==> config.mk <==
export PLATFORM = sky130hd
export DESIGN_NAME = tetab_cell
export DESIGN_NICKNAME = d
export VERILOG_FILES = /design/src/design/tetab_pkg.sv /design/src/design/tetab_cell.sv
export SDC_FILE = /design/constraint.sdc
export NUM_CORES = 1
export LEC_CHECK = 0
export CAP_MARGIN = 5
export CELL_PAD_IN_SITES_DETAIL_PLACEMENT = 1
export CELL_PAD_IN_SITES_GLOBAL_PLACEMENT = 1
export CORE_MARGIN = 2
export CORE_UTILIZATION = 40
export CTS_CLUSTER_SIZE = 12
export DETAILED_ROUTE_END_ITERATION = 8
export DONT_BUFFER_PORTS = 1
export PLACE_DENSITY = 0.81
export REMOVE_ABC_BUFFERS = 1
export SLEW_MARGIN = 15
export SYNTH_ARGS = -nofsm -noshare
export SYNTH_HDL_FRONTEND = slang
export SYNTH_SLANG_ARGS = --single-unit
==> constraint.sdc <==
create_clock -name clk -period 2.47 [get_ports clk]
set_input_delay 0.1235 -clock clk [delete_from_list [all_inputs] [get_ports clk]]
set_output_delay 0.1235 -clock clk [all_outputs]
set_load 0.05 [all_outputs]
==> src/design/tetab_pkg.sv <==
// shared types, widths and codes for the top-energy solution table
package tetab_pkg;

  // fixed field widths
  localparam int KEY_W   = 48;
  localparam int HIT_W   = 16;
  localparam int SOL_W   = 64;
  localparam int ABITS_W = 7;
  localparam int RES_W   = 5;

  // parameter defaults
  localparam int ENTRIES_DEF       = 16;
  localparam int SOLUTION_BITS_DEF = 64;

  // register reset value
  localparam logic [ABITS_W-1:0] ABITS_RESET = 7'd64;

  // result codes
  typedef enum logic [2:0] {
    OUT_NOTHING     = 3'd0,
    OUT_NEW_BEST    = 3'd1,
    OUT_NEW_UNIQUE  = 3'd2,
    OUT_DUP_BEST    = 3'd3,
    OUT_DUP         = 3'd4,
    OUT_UNIQUE_SAME = 3'd5
  } outcome_t;

  // control sequencer states
  typedef enum logic {
    ST_IDLE,
    ST_SCAN
  } state_t;

  // running scan summary handed from cell to cell
  typedef struct packed {
    logic             valid;
    logic [KEY_W-1:0] best;
    logic [KEY_W-1:0] worst;
    logic             found;
    logic             anyeq;
    logic [HIT_W-1:0] match_hit;
  } acc_t;

  // write-back command broadcast to all cells
  typedef struct packed {
    logic load;
    logic bump;
  } wr_t;

endpackage

==> src/design/tetab_cell.sv <==
// one table slot: holds an entry and folds it into the passing scan summary
module tetab_cell #(
  parameter int ENTRIES       = 16,
  parameter int SOLUTION_BITS = 64,
  parameter int IDX           = 0
) (
  input  logic                                   clk,
  input  logic                                   rst,
  input  logic [tetab_pkg::KEY_W-1:0]            cand_key,
  input  logic [SOLUTION_BITS-1:0]               cand_sol,
  input  logic [SOLUTION_BITS-1:0]               mask,
  input  tetab_pkg::acc_t                        acc_in,
  input  logic [$clog2(ENTRIES)-1:0]             victim_in,
  input  logic [$clog2(ENTRIES)-1:0]             match_in,
  input  logic [$clog2(ENTRIES+1)-1:0]           rank_in,
  output tetab_pkg::acc_t                        acc_out,
  output logic [$clog2(ENTRIES)-1:0]             victim_out,
  output logic [$clog2(ENTRIES)-1:0]             match_out,
  output logic [$clog2(ENTRIES+1)-1:0]           rank_out,
  input  tetab_pkg::wr_t                         wr,
  input  logic [$clog2(ENTRIES)-1:0]             wr_idx
);
  import tetab_pkg::*;

  localparam int IW = $clog2(ENTRIES);
  localparam int CW = $clog2(ENTRIES+1);
  localparam logic [IW-1:0] MY_IDX = IW'(IDX);

  logic [KEY_W-1:0]         key;
  logic [SOLUTION_BITS-1:0] sol;
  logic [HIT_W-1:0]         hit;

  acc_t          acc_next;
  logic [IW-1:0] victim_next;
  logic [IW-1:0] match_next;
  logic [CW-1:0] rank_next;
  logic          key_eq;
  logic          sol_eq;
  logic          sel;

  // fold this slot into the summary
  always_comb begin
    key_eq      = (key == cand_key);
    sol_eq      = (((sol ^ cand_sol) & mask) == '0);
    acc_next    = acc_in;
    victim_next = victim_in;
    match_next  = match_in;
    rank_next   = rank_in + CW'(key > cand_key);
    if (key > acc_in.best) begin
      acc_next.best = key;
    end
    if (key < acc_in.worst) begin
      acc_next.worst = key;
      victim_next    = MY_IDX;
    end
    if (key_eq) begin
      acc_next.anyeq = 1'b1;
    end
    if (key_eq && sol_eq && !acc_in.found) begin
      acc_next.found     = 1'b1;
      acc_next.match_hit = hit;
      match_next         = MY_IDX;
    end
  end

  // summary stage toward the next cell
  always_ff @(posedge clk) begin
    if (rst) begin
      acc_out.valid <= 1'b0;
    end else begin
      acc_out.valid <= acc_next.valid;
    end
    acc_out.best      <= acc_next.best;
    acc_out.worst     <= acc_next.worst;
    acc_out.found     <= acc_next.found;
    acc_out.anyeq     <= acc_next.anyeq;
    acc_out.match_hit <= acc_next.match_hit;
    victim_out        <= victim_next;
    match_out         <= match_next;
    rank_out          <= rank_next;
  end

  // slot contents, written back by the broadcast command
  assign sel = (wr_idx == MY_IDX);

  always_ff @(posedge clk) begin
    if (rst) begin
      key <= '0;
      sol <= '0;
      hit <= '0;
    end else if (wr.load && sel) begin
      key <= cand_key;
      sol <= cand_sol;
      hit <= HIT_W'(1);
    end else if (wr.bump && sel) begin
      if (hit != '1) begin
        hit <= hit + HIT_W'(1);
      end
    end
  end

endmodule

# --- Yosys cells after proc, flatten, opt, wreduce, memory -nomap -nowiden ---
# Cells that the tools add are included.
classes:
  addsub: 2
  n_lt_le_gt_ge: 3
  eq_ne: 2
  muxes: 6
  bitwise_logic: 2
  n_reduce_logical: 12
ops:
  columns: ["operator", "n"]
  rows:
  - ["48-bit greater-than comparator", 2]
  - ["48-bit 2-to-1 mux", 2]
  - ["64-bit AND", 1]
  - ["64-bit logical NOT", 1]
  - ["64-bit bitwise XOR", 1]
  - ["48-bit equality test", 1]
  - ["48-bit < comparator", 1]
  - ["16-bit by 1-bit adder with 16-bit output (second input constant)", 1]
  - ["16-bit 2-to-1 mux", 1]
  - ["16-bit != test (second input constant)", 1]
  - ["5-bit by 1-bit adder with 5-bit output", 1]
  - ["1-bit logical AND", 4]
  - ["4-bit logical NOT", 1]
  - ["2-bit AND reduction", 2]
  - ["2-bit nonzero test", 2]
  - ["1-bit 2-to-1 mux", 3]
  - ["2-bit OR reduction", 1]
  - ["1-bit logical NOT", 1]
totals:
  reg_bits: 256
  output_inout_bits: 128
  wordCells: 40

# --- Longest topological paths before layout ---
# Gate-level depths: netlist of run 1.
depth:
  ltp_word: 6
  ltp_mapped: 13
  ltp_nobuf: 13

# --- Least setup slack after synthesis of run 1 ---
# No wires, ideal clock.
synth_timing:
  path_type: "register to register"
  start: "register key[30]"
  end: "register acc_out[0] (netlist name)"
  setup_ns: 0.121
  arrival_time_ns: 2.542
  required_time_ns: 2.349
  slack_ns: -0.194
  path_stages_with_launch: 10
  cell_sequence: "dfxtp_1 ha_1 nand4_1 or4_4 nor3_4 nand3_2 nor4_2 nand4_2 buf_6 mux2_4"
synth_lines:
  columns: ["element", "line_no", "source"]
  rows:
  - ["start: declaration", "tetab_cell.sv:29", "logic [KEY_W-1:0] key;"]
  - ["start signal: assignment", "tetab_cell.sv:92", "key <= cand_key;"]
  - ["end: declaration", "tetab_cell.sv:16", "output tetab_pkg::acc_t acc_out,"]

==> impl_metrics.toml, run 1 <==
[setup_path]
worst_setup_path_start_kind = "register"
end_kind = "register"
cp.arrival_ps = 3630
cp_max_fo = 5
path_class = "register to register"
crit_required_ps = 2930

[floorplan]
row_count = 66
core_um2 = 32400
ioPinCount = 440
die_h_um = 185
die_area_um2 = 34200
die_w_um = 185
initial_core_util_pct = 40.4

[routing]
postRouteAntennaNets = 0
drc = 0
post_drt_wl_per_cell_um = 31.4
firstDrtPassIters = 6
drt_wl_total_um = 72000
viasPerCell = 5.99
vias = 13700
first_iter_violations = 891

[layout]
ff_latch_area_um2 = 5160
utilization_pct = 60.1
fin_nets = 2278
final_cell_mix = "254 x nand2_1, 241 x dlygate4sd3_1, 231 x dfxtp_1"
layout.cells.most_common = "nand2_1"
drive_gt1_share_pct = 20.9
multi_input_area_um2 = 8170
finalInstanceArea_um2 = 19400
syn_to_final_growth_pct = 48.6
fill_cells = 3431

[clock_network]
cts_buffers = 29
clk_latency_ps = 590
cts_max_path_buffers = 3
clk_pin_slew_ps = 80
htree_levels = 1
cts_root_buf = "clkbuf_16"
cts_tree = "built"
cts.sinks = 256

[yosys]
syn_avg_cell_area_um2 = 9.00
ys_async_sr_fraction_pct = 0
syn_inst = 1455
ys_seq_elements = 256
yosysWarnings = 0
synth-edff-count = 0
seq_area_frac_synth_pct = 39.2
synth-main-ff-cell = "dfxtp_1"
synth_cell_types = 57
syn_area_um2 = 13100

[sta]
worstMarginPinSlew_ps = 903
setup_ws_ps = -695
finalCritPeriodShare_pct = 128
rsz0062_at_grt = "yes"
relSlewSlack_pct = 39.7
tns_ps = -56810
slew_violations = 0
finClkSkew_ps = 18.1
min_period_ps = 3170
max_freq_ghz = 0.316
whs_ps = -4.95
setup_viol_count_final = 126
hold_violations = 2

[placement]
io_buffers = 0
gp_congestion = 0.834
placed_area_um2 = 14300
dpl.hpwl_um = 34500

[power_and_ir_drop]
totalPowerFinal_uw = 10700
power_leakage_uw = 0.00882
vdd_drop_max_mv = 0.618
power.density_nw_per_um2 = 549

[grt]
antenna_found_initial = 10
grt-ovfl-total = 0
grt.busiest_layer = "met2"
grt_max_degree = 115
met3_usage_pct = 12.8
grt_pass1_vias = 15000
grtUsageTotal_pct = 36.8
grt_util_met2_pct = 64.3
grt_pass1_wl_um = 93800
globalRouteMet1Util_pct = 36.6

[worst_hold_path]
hold_path.class = "input pin to register"

[run_status]
violations = "negative hold slack, negative setup slack"
status = "finished with violations"

[flow_run]
drv_cap = 0
[synthesized netlist by cell type (2+ instances only)]
library cell | n | area share (%)
a21boi_0 | 2 | 0.11
ha_1 | 146 | 14
buf_6 | 2 | 0.17
mux2_1 | 97 | 8.3
a31oi_1 | 2 | 0.096
a21oi_1 | 168 | 6.4
xor2_1 | 71 | 4.8
and3_1 | 2 | 0.096
o21ai_0 | 24 | 0.92
buf_2 | 7 | 0.27
clkbuf_1 | 40 | 1.1
nor3_1 | 3 | 0.11
a221oi_1 | 2 | 0.13
nand2b_1 | 2 | 0.096
nor2b_1 | 6 | 0.29
o31ai_1 | 3 | 0.17
a21o_1 | 21 | 1.2
nor2_1 | 29 | 0.83
inv_1 | 146 | 4.2
o211ai_1 | 3 | 0.17
a22oi_1 | 30 | 1.7
o21ai_1 | 2 | 0.076
nor4_1 | 8 | 0.38
nand3_1 | 15 | 0.57
o21bai_1 | 3 | 0.17
nand2_1 | 258 | 7.4
nand4_1 | 36 | 1.7
or3_1 | 5 | 0.24
and4_1 | 5 | 0.33
xnor2_1 | 7 | 0.47
mux2_4 | 15 | 1.7
buf_1 | 2 | 0.057
dfxtp_1 | 256 | 39
a211oi_1 | 5 | 0.29
and2_1 | 10 | 0.48
[through the flow]
step,instances,setup WS (ps)
3_3_place_gp,1952,-476
6_report,2290,-695
3_5_place_dp,1952,-545
4_1_cts,2274,-383
5_1_grt,2285,-656
2_1_floorplan,1404,-1900
[final timing paths]
check / end / from / slack, ps / cells after the start
setup reg to reg: acc_out[79] / key[44] / -700 / 13
hold reg to reg: sol[62] / sol[62] / 470 / 2
hold / removal: sol[55] / rst / -5 / 2
setup / recovery: acc_out[79] / key[44] / -700 / 13
[critical path, cell delays in order (launching register included)]
cell and delay [ps]:
dfxtp_1 490, ha_1 320, nand4_1 170, buf_4 160, nor2_1 60, nand2_1 80, o21ai_1 200, a2111oi_2 470
buf_4 210, a21oi_4 70, buf_12 150, buf_12 130, buf_16 150, mux2_4 350
[power by group]
group	internal (uW)	switching, uW	total (uW)	leakage [uW]
logic	649	597	1250	0.00622
registers	4240	399	4640	0.00211
clock network	2780	2000	4780	0.000492
total	7670	3000	10700	0.00882
[layout make-up]
cell class	instances	area share, %
clock buffer	42	4.34
sequential	256	26.5
clock inverter	10	0.824
antenna	7	0.0901
multi-input combinational	1002	42.0
timing repair buffer	385	20.5
inverter	146	2.82
tap	442	2.84
[logic make-up (layout without fill, tap and decap cells)]
family,Yosys count,after routing,synth area share (%)
compound gates,276,276,12.3
xor+xnor,78,78,5.22
fa+ha+maj,146,146,14.0
buf+inv,197,583,5.83
flops,256,256,39.2
mux,113,113,10.1
other cells,0,7,0
simple gates,389,389,13.4
[registers in the layout, indices dropped and copies added (netlist names)]
signal	cells
acc_out	115
victim_out	4
key	48
sol	64
hit	16
rank_out	5
match_out	4
[layer usage]
metal  part of all wire, %  vias up
li1                      -     5705
met2                    47      951
met4                   8.8       10
met3                    11      414
met5                 0.097        -
met1                    33     6626
[repair_timing]
| item | 4_1_cts | 5_1_grt |
|---|---|---|
| hold buffers | 242 | 0 |
| gates cloned | 13 | 1 |
| resized for setup | 132 | 112 |
| buffers inserted | 15 | 12 |
| hold endpoints to repair | 243 | 0 |
| endpoints found under the setup margin | 126 | 126 |
| pin swaps | 27 | 16 |
No activity file was read; power rests on OpenSTA's default activity.
==> run 2, diff against run 1 <==
--- a/config.mk
+++ b/config.mk
@@ -10,6 +10,7 @@
 export CELL_PAD_IN_SITES_GLOBAL_PLACEMENT = 1
 export CORE_MARGIN = 2
 export CORE_UTILIZATION = 40
+export CTS_BUF_LIST = sky130_fd_sc_hd__clkbuf_8 sky130_fd_sc_hd__clkbuf_16
 export CTS_CLUSTER_SIZE = 12
 export DETAILED_ROUTE_END_ITERATION = 8
 export DONT_BUFFER_PORTS = 1
==> run 2 against run 1 <==
  * The flow still finishes with violations (negative hold slack, negative setup slack)
  * Combinational power about the same
  * Register-to-register slack worse by 210 ps
  * Total power shrank 0.15%
  * Hold slack got worse by 2.6 ps
==> impl_metrics.toml, run 2 (synthesis gave the netlist of run 1 again) <==
[sta]
max_freq_ghz = 0.296
setup_viol_count_final = 126
finClkSkew_ps = 28.9
worstMarginPinSlew_ps = 898
setup_ws_ps = -904
hold_violations = 3
rsz0062_at_grt = "yes"
whs_ps = -7.60
relSlewSlack_pct = 40.0
min_period_ps = 3370
slew_violations = 0
finalCritPeriodShare_pct = 137

[worst_hold_path]
whs_path_depth = 2
hold_path.class = "input pin to register"
holdPathEnd = "sol[45]"
min_from = "rst"

[power_and_ir_drop]
power.density_nw_per_um2 = 548
power_leakage_uw = 0.00883
vdd_drop_max_mv = 0.606

[floorplan]
die_w_um = 185
die_h_um = 185
ioPinCount = 440
initial_core_util_pct = 40.4
core_um2 = 32400
row_count = 66
die_area_um2 = 34200

[clock_network]
htree_levels = 1
clk_pin_slew_ps = 70
cts_tree = "built"
clk_latency_ps = 590
cts_max_path_buffers = 3
cts_root_buf = "clkbuf_16"
cts_buffers = 29
cts.sinks = 256

[grt]
grt_max_degree = 115
grt_pass1_vias = 15100
grt_pass1_wl_um = 93900
antenna_found_initial = 7
grtUsageTotal_pct = 36.8
grt-ovfl-total = 0

[setup_path]
cp.arrival_ps = 3840
path_cells = "ha_1 > nand4_1 > nor4_2 > buf_4 > nand2_1 > nor4_2 > buf_4 > a21oi_4 > buf_12 > buf_12 > buf_16 > mux2_4"
worst_setup_path_start_kind = "register"
cpPeakStageDelay_ps = 550
path_class = "register to register"
cp_max_fo = 5
end_kind = "register"
r2r_slack_ps = -900
slowest_stage = "nand4_1"
r2r-start = "key[40]"
crit_required_ps = 2940
reg2reg_to = "acc_out[113]"
rr_worst_depth = 12
cp-startpoint = "key[40]"

[layout]
drive_gt1_share_pct = 20.7
finalInstanceArea_um2 = 19400
largest_reg_flops = 115
utilization_pct = 60.1
layout.cells.most_common = "nand2_1"
reg_top3 = "acc_out x115, sol x64, key x48"
top_register = "acc_out"
fin_nets = 2275
final_cell_mix = "253 x nand2_1, 241 x dlygate4sd3_1, 233 x dfxtp_1"
syn_to_final_growth_pct = 48.5

[routing]
drt_wl_total_um = 72500
postRouteAntennaNets = 0
vias = 13700
post_drt_wl_per_cell_um = 31.7
viasPerCell = 6.01
firstDrtPassIters = 5
first_iter_violations = 939
drc = 0

[run_status]
violations = "negative hold slack, negative setup slack"
status = "finished with violations"

[placement]
gp_congestion = 0.834
io_buffers = 0
placed_area_um2 = 14300
dpl.hpwl_um = 34500

[flow_run]
drv_cap = 0
==> run 2: cell type report <==
| class | instances | area (um2) |
|---|---|---|
| Sequential cell | 256 | 5160 |
| Antenna cell | 6 | 15.0 |
| Clock inverter | 16 | 183 |
| Fill cell | 3454 | 12900 |
| Timing Repair Buffer | 382 | 3980 |
| Tap cell | 442 | 553 |
| Multi-Input combinational cell | 1002 | 8190 |
| Inverter | 146 | 548 |
| Clock buffer | 36 | 822 |
==> run 2: power breakdown <==
group,internal [uW],total [uW],switching (uW)
registers,4240,4640,397
clock network,2760,4760,2000
logic,650,1260,607
total,7650,10700,3010
==> run 2: worst max-delay path by stage <==
| stage | endpoint | slack, ps | cells past startpoint |
|---|---|---|---|
| final | acc_out[113] | -900 | 12 |
| after global routing | acc_out[113] | -850 | 12 |
| after CTS | acc_out[12] | -380 | 9 |
| after detailed placement | acc_out[90] | -540 | 10 |
| after global placement | acc_out[90] | -480 | 10 |
| after floorplan | acc_out[100] | -1900 | 8 |
==> run 2: layer usage <==
metal	up-vias	part of all wire [%]	wire (um)	global-route usage [%]
met4	6	8.6	6240	25.4
met3	387	12	8490	12.3
li1	5701	-	-	-
met5	-	0.14	102	0.444
met1	6662	34	24400	37.1
met2	982	46	33300	64.3
==> run 2: timing repair <==
action / 4_1_cts / 5_1_grt
hold buffers: 242 / 0
buffers inserted: 15 / 9
endpoints found under the hold margin: 243 / 0
cloned: 13 / 1
pin swaps: 27 / 20
gates resized for setup: 132 / 112
endpoints found under the setup margin: 126 / 126
==> run 2: per-stage QoR <==
stage                     power, uW  instances  worst slack, ps  hold slack [ps]  TNS, ps
after detailed placement       5280       1952             -545              213   -50480
after global routing          10900       2284             -848             41.9   -71870
after CTS                     10300       2274             -383             22.0   -30840
after global placement         5240       1952             -476              208   -40110
after floorplan                5070       1404            -1900              193  -234030
final                         10700       2286             -904            -7.60   -71330
==> run 2: critical path, delay by kind of cell (launching register included) <==
kind	cells	cell delay [ps]
simple gates	4	1390
fa+ha+maj	1	310
mux	1	340
flops	1	370
buf+inv	5	780
compound gates	1	40
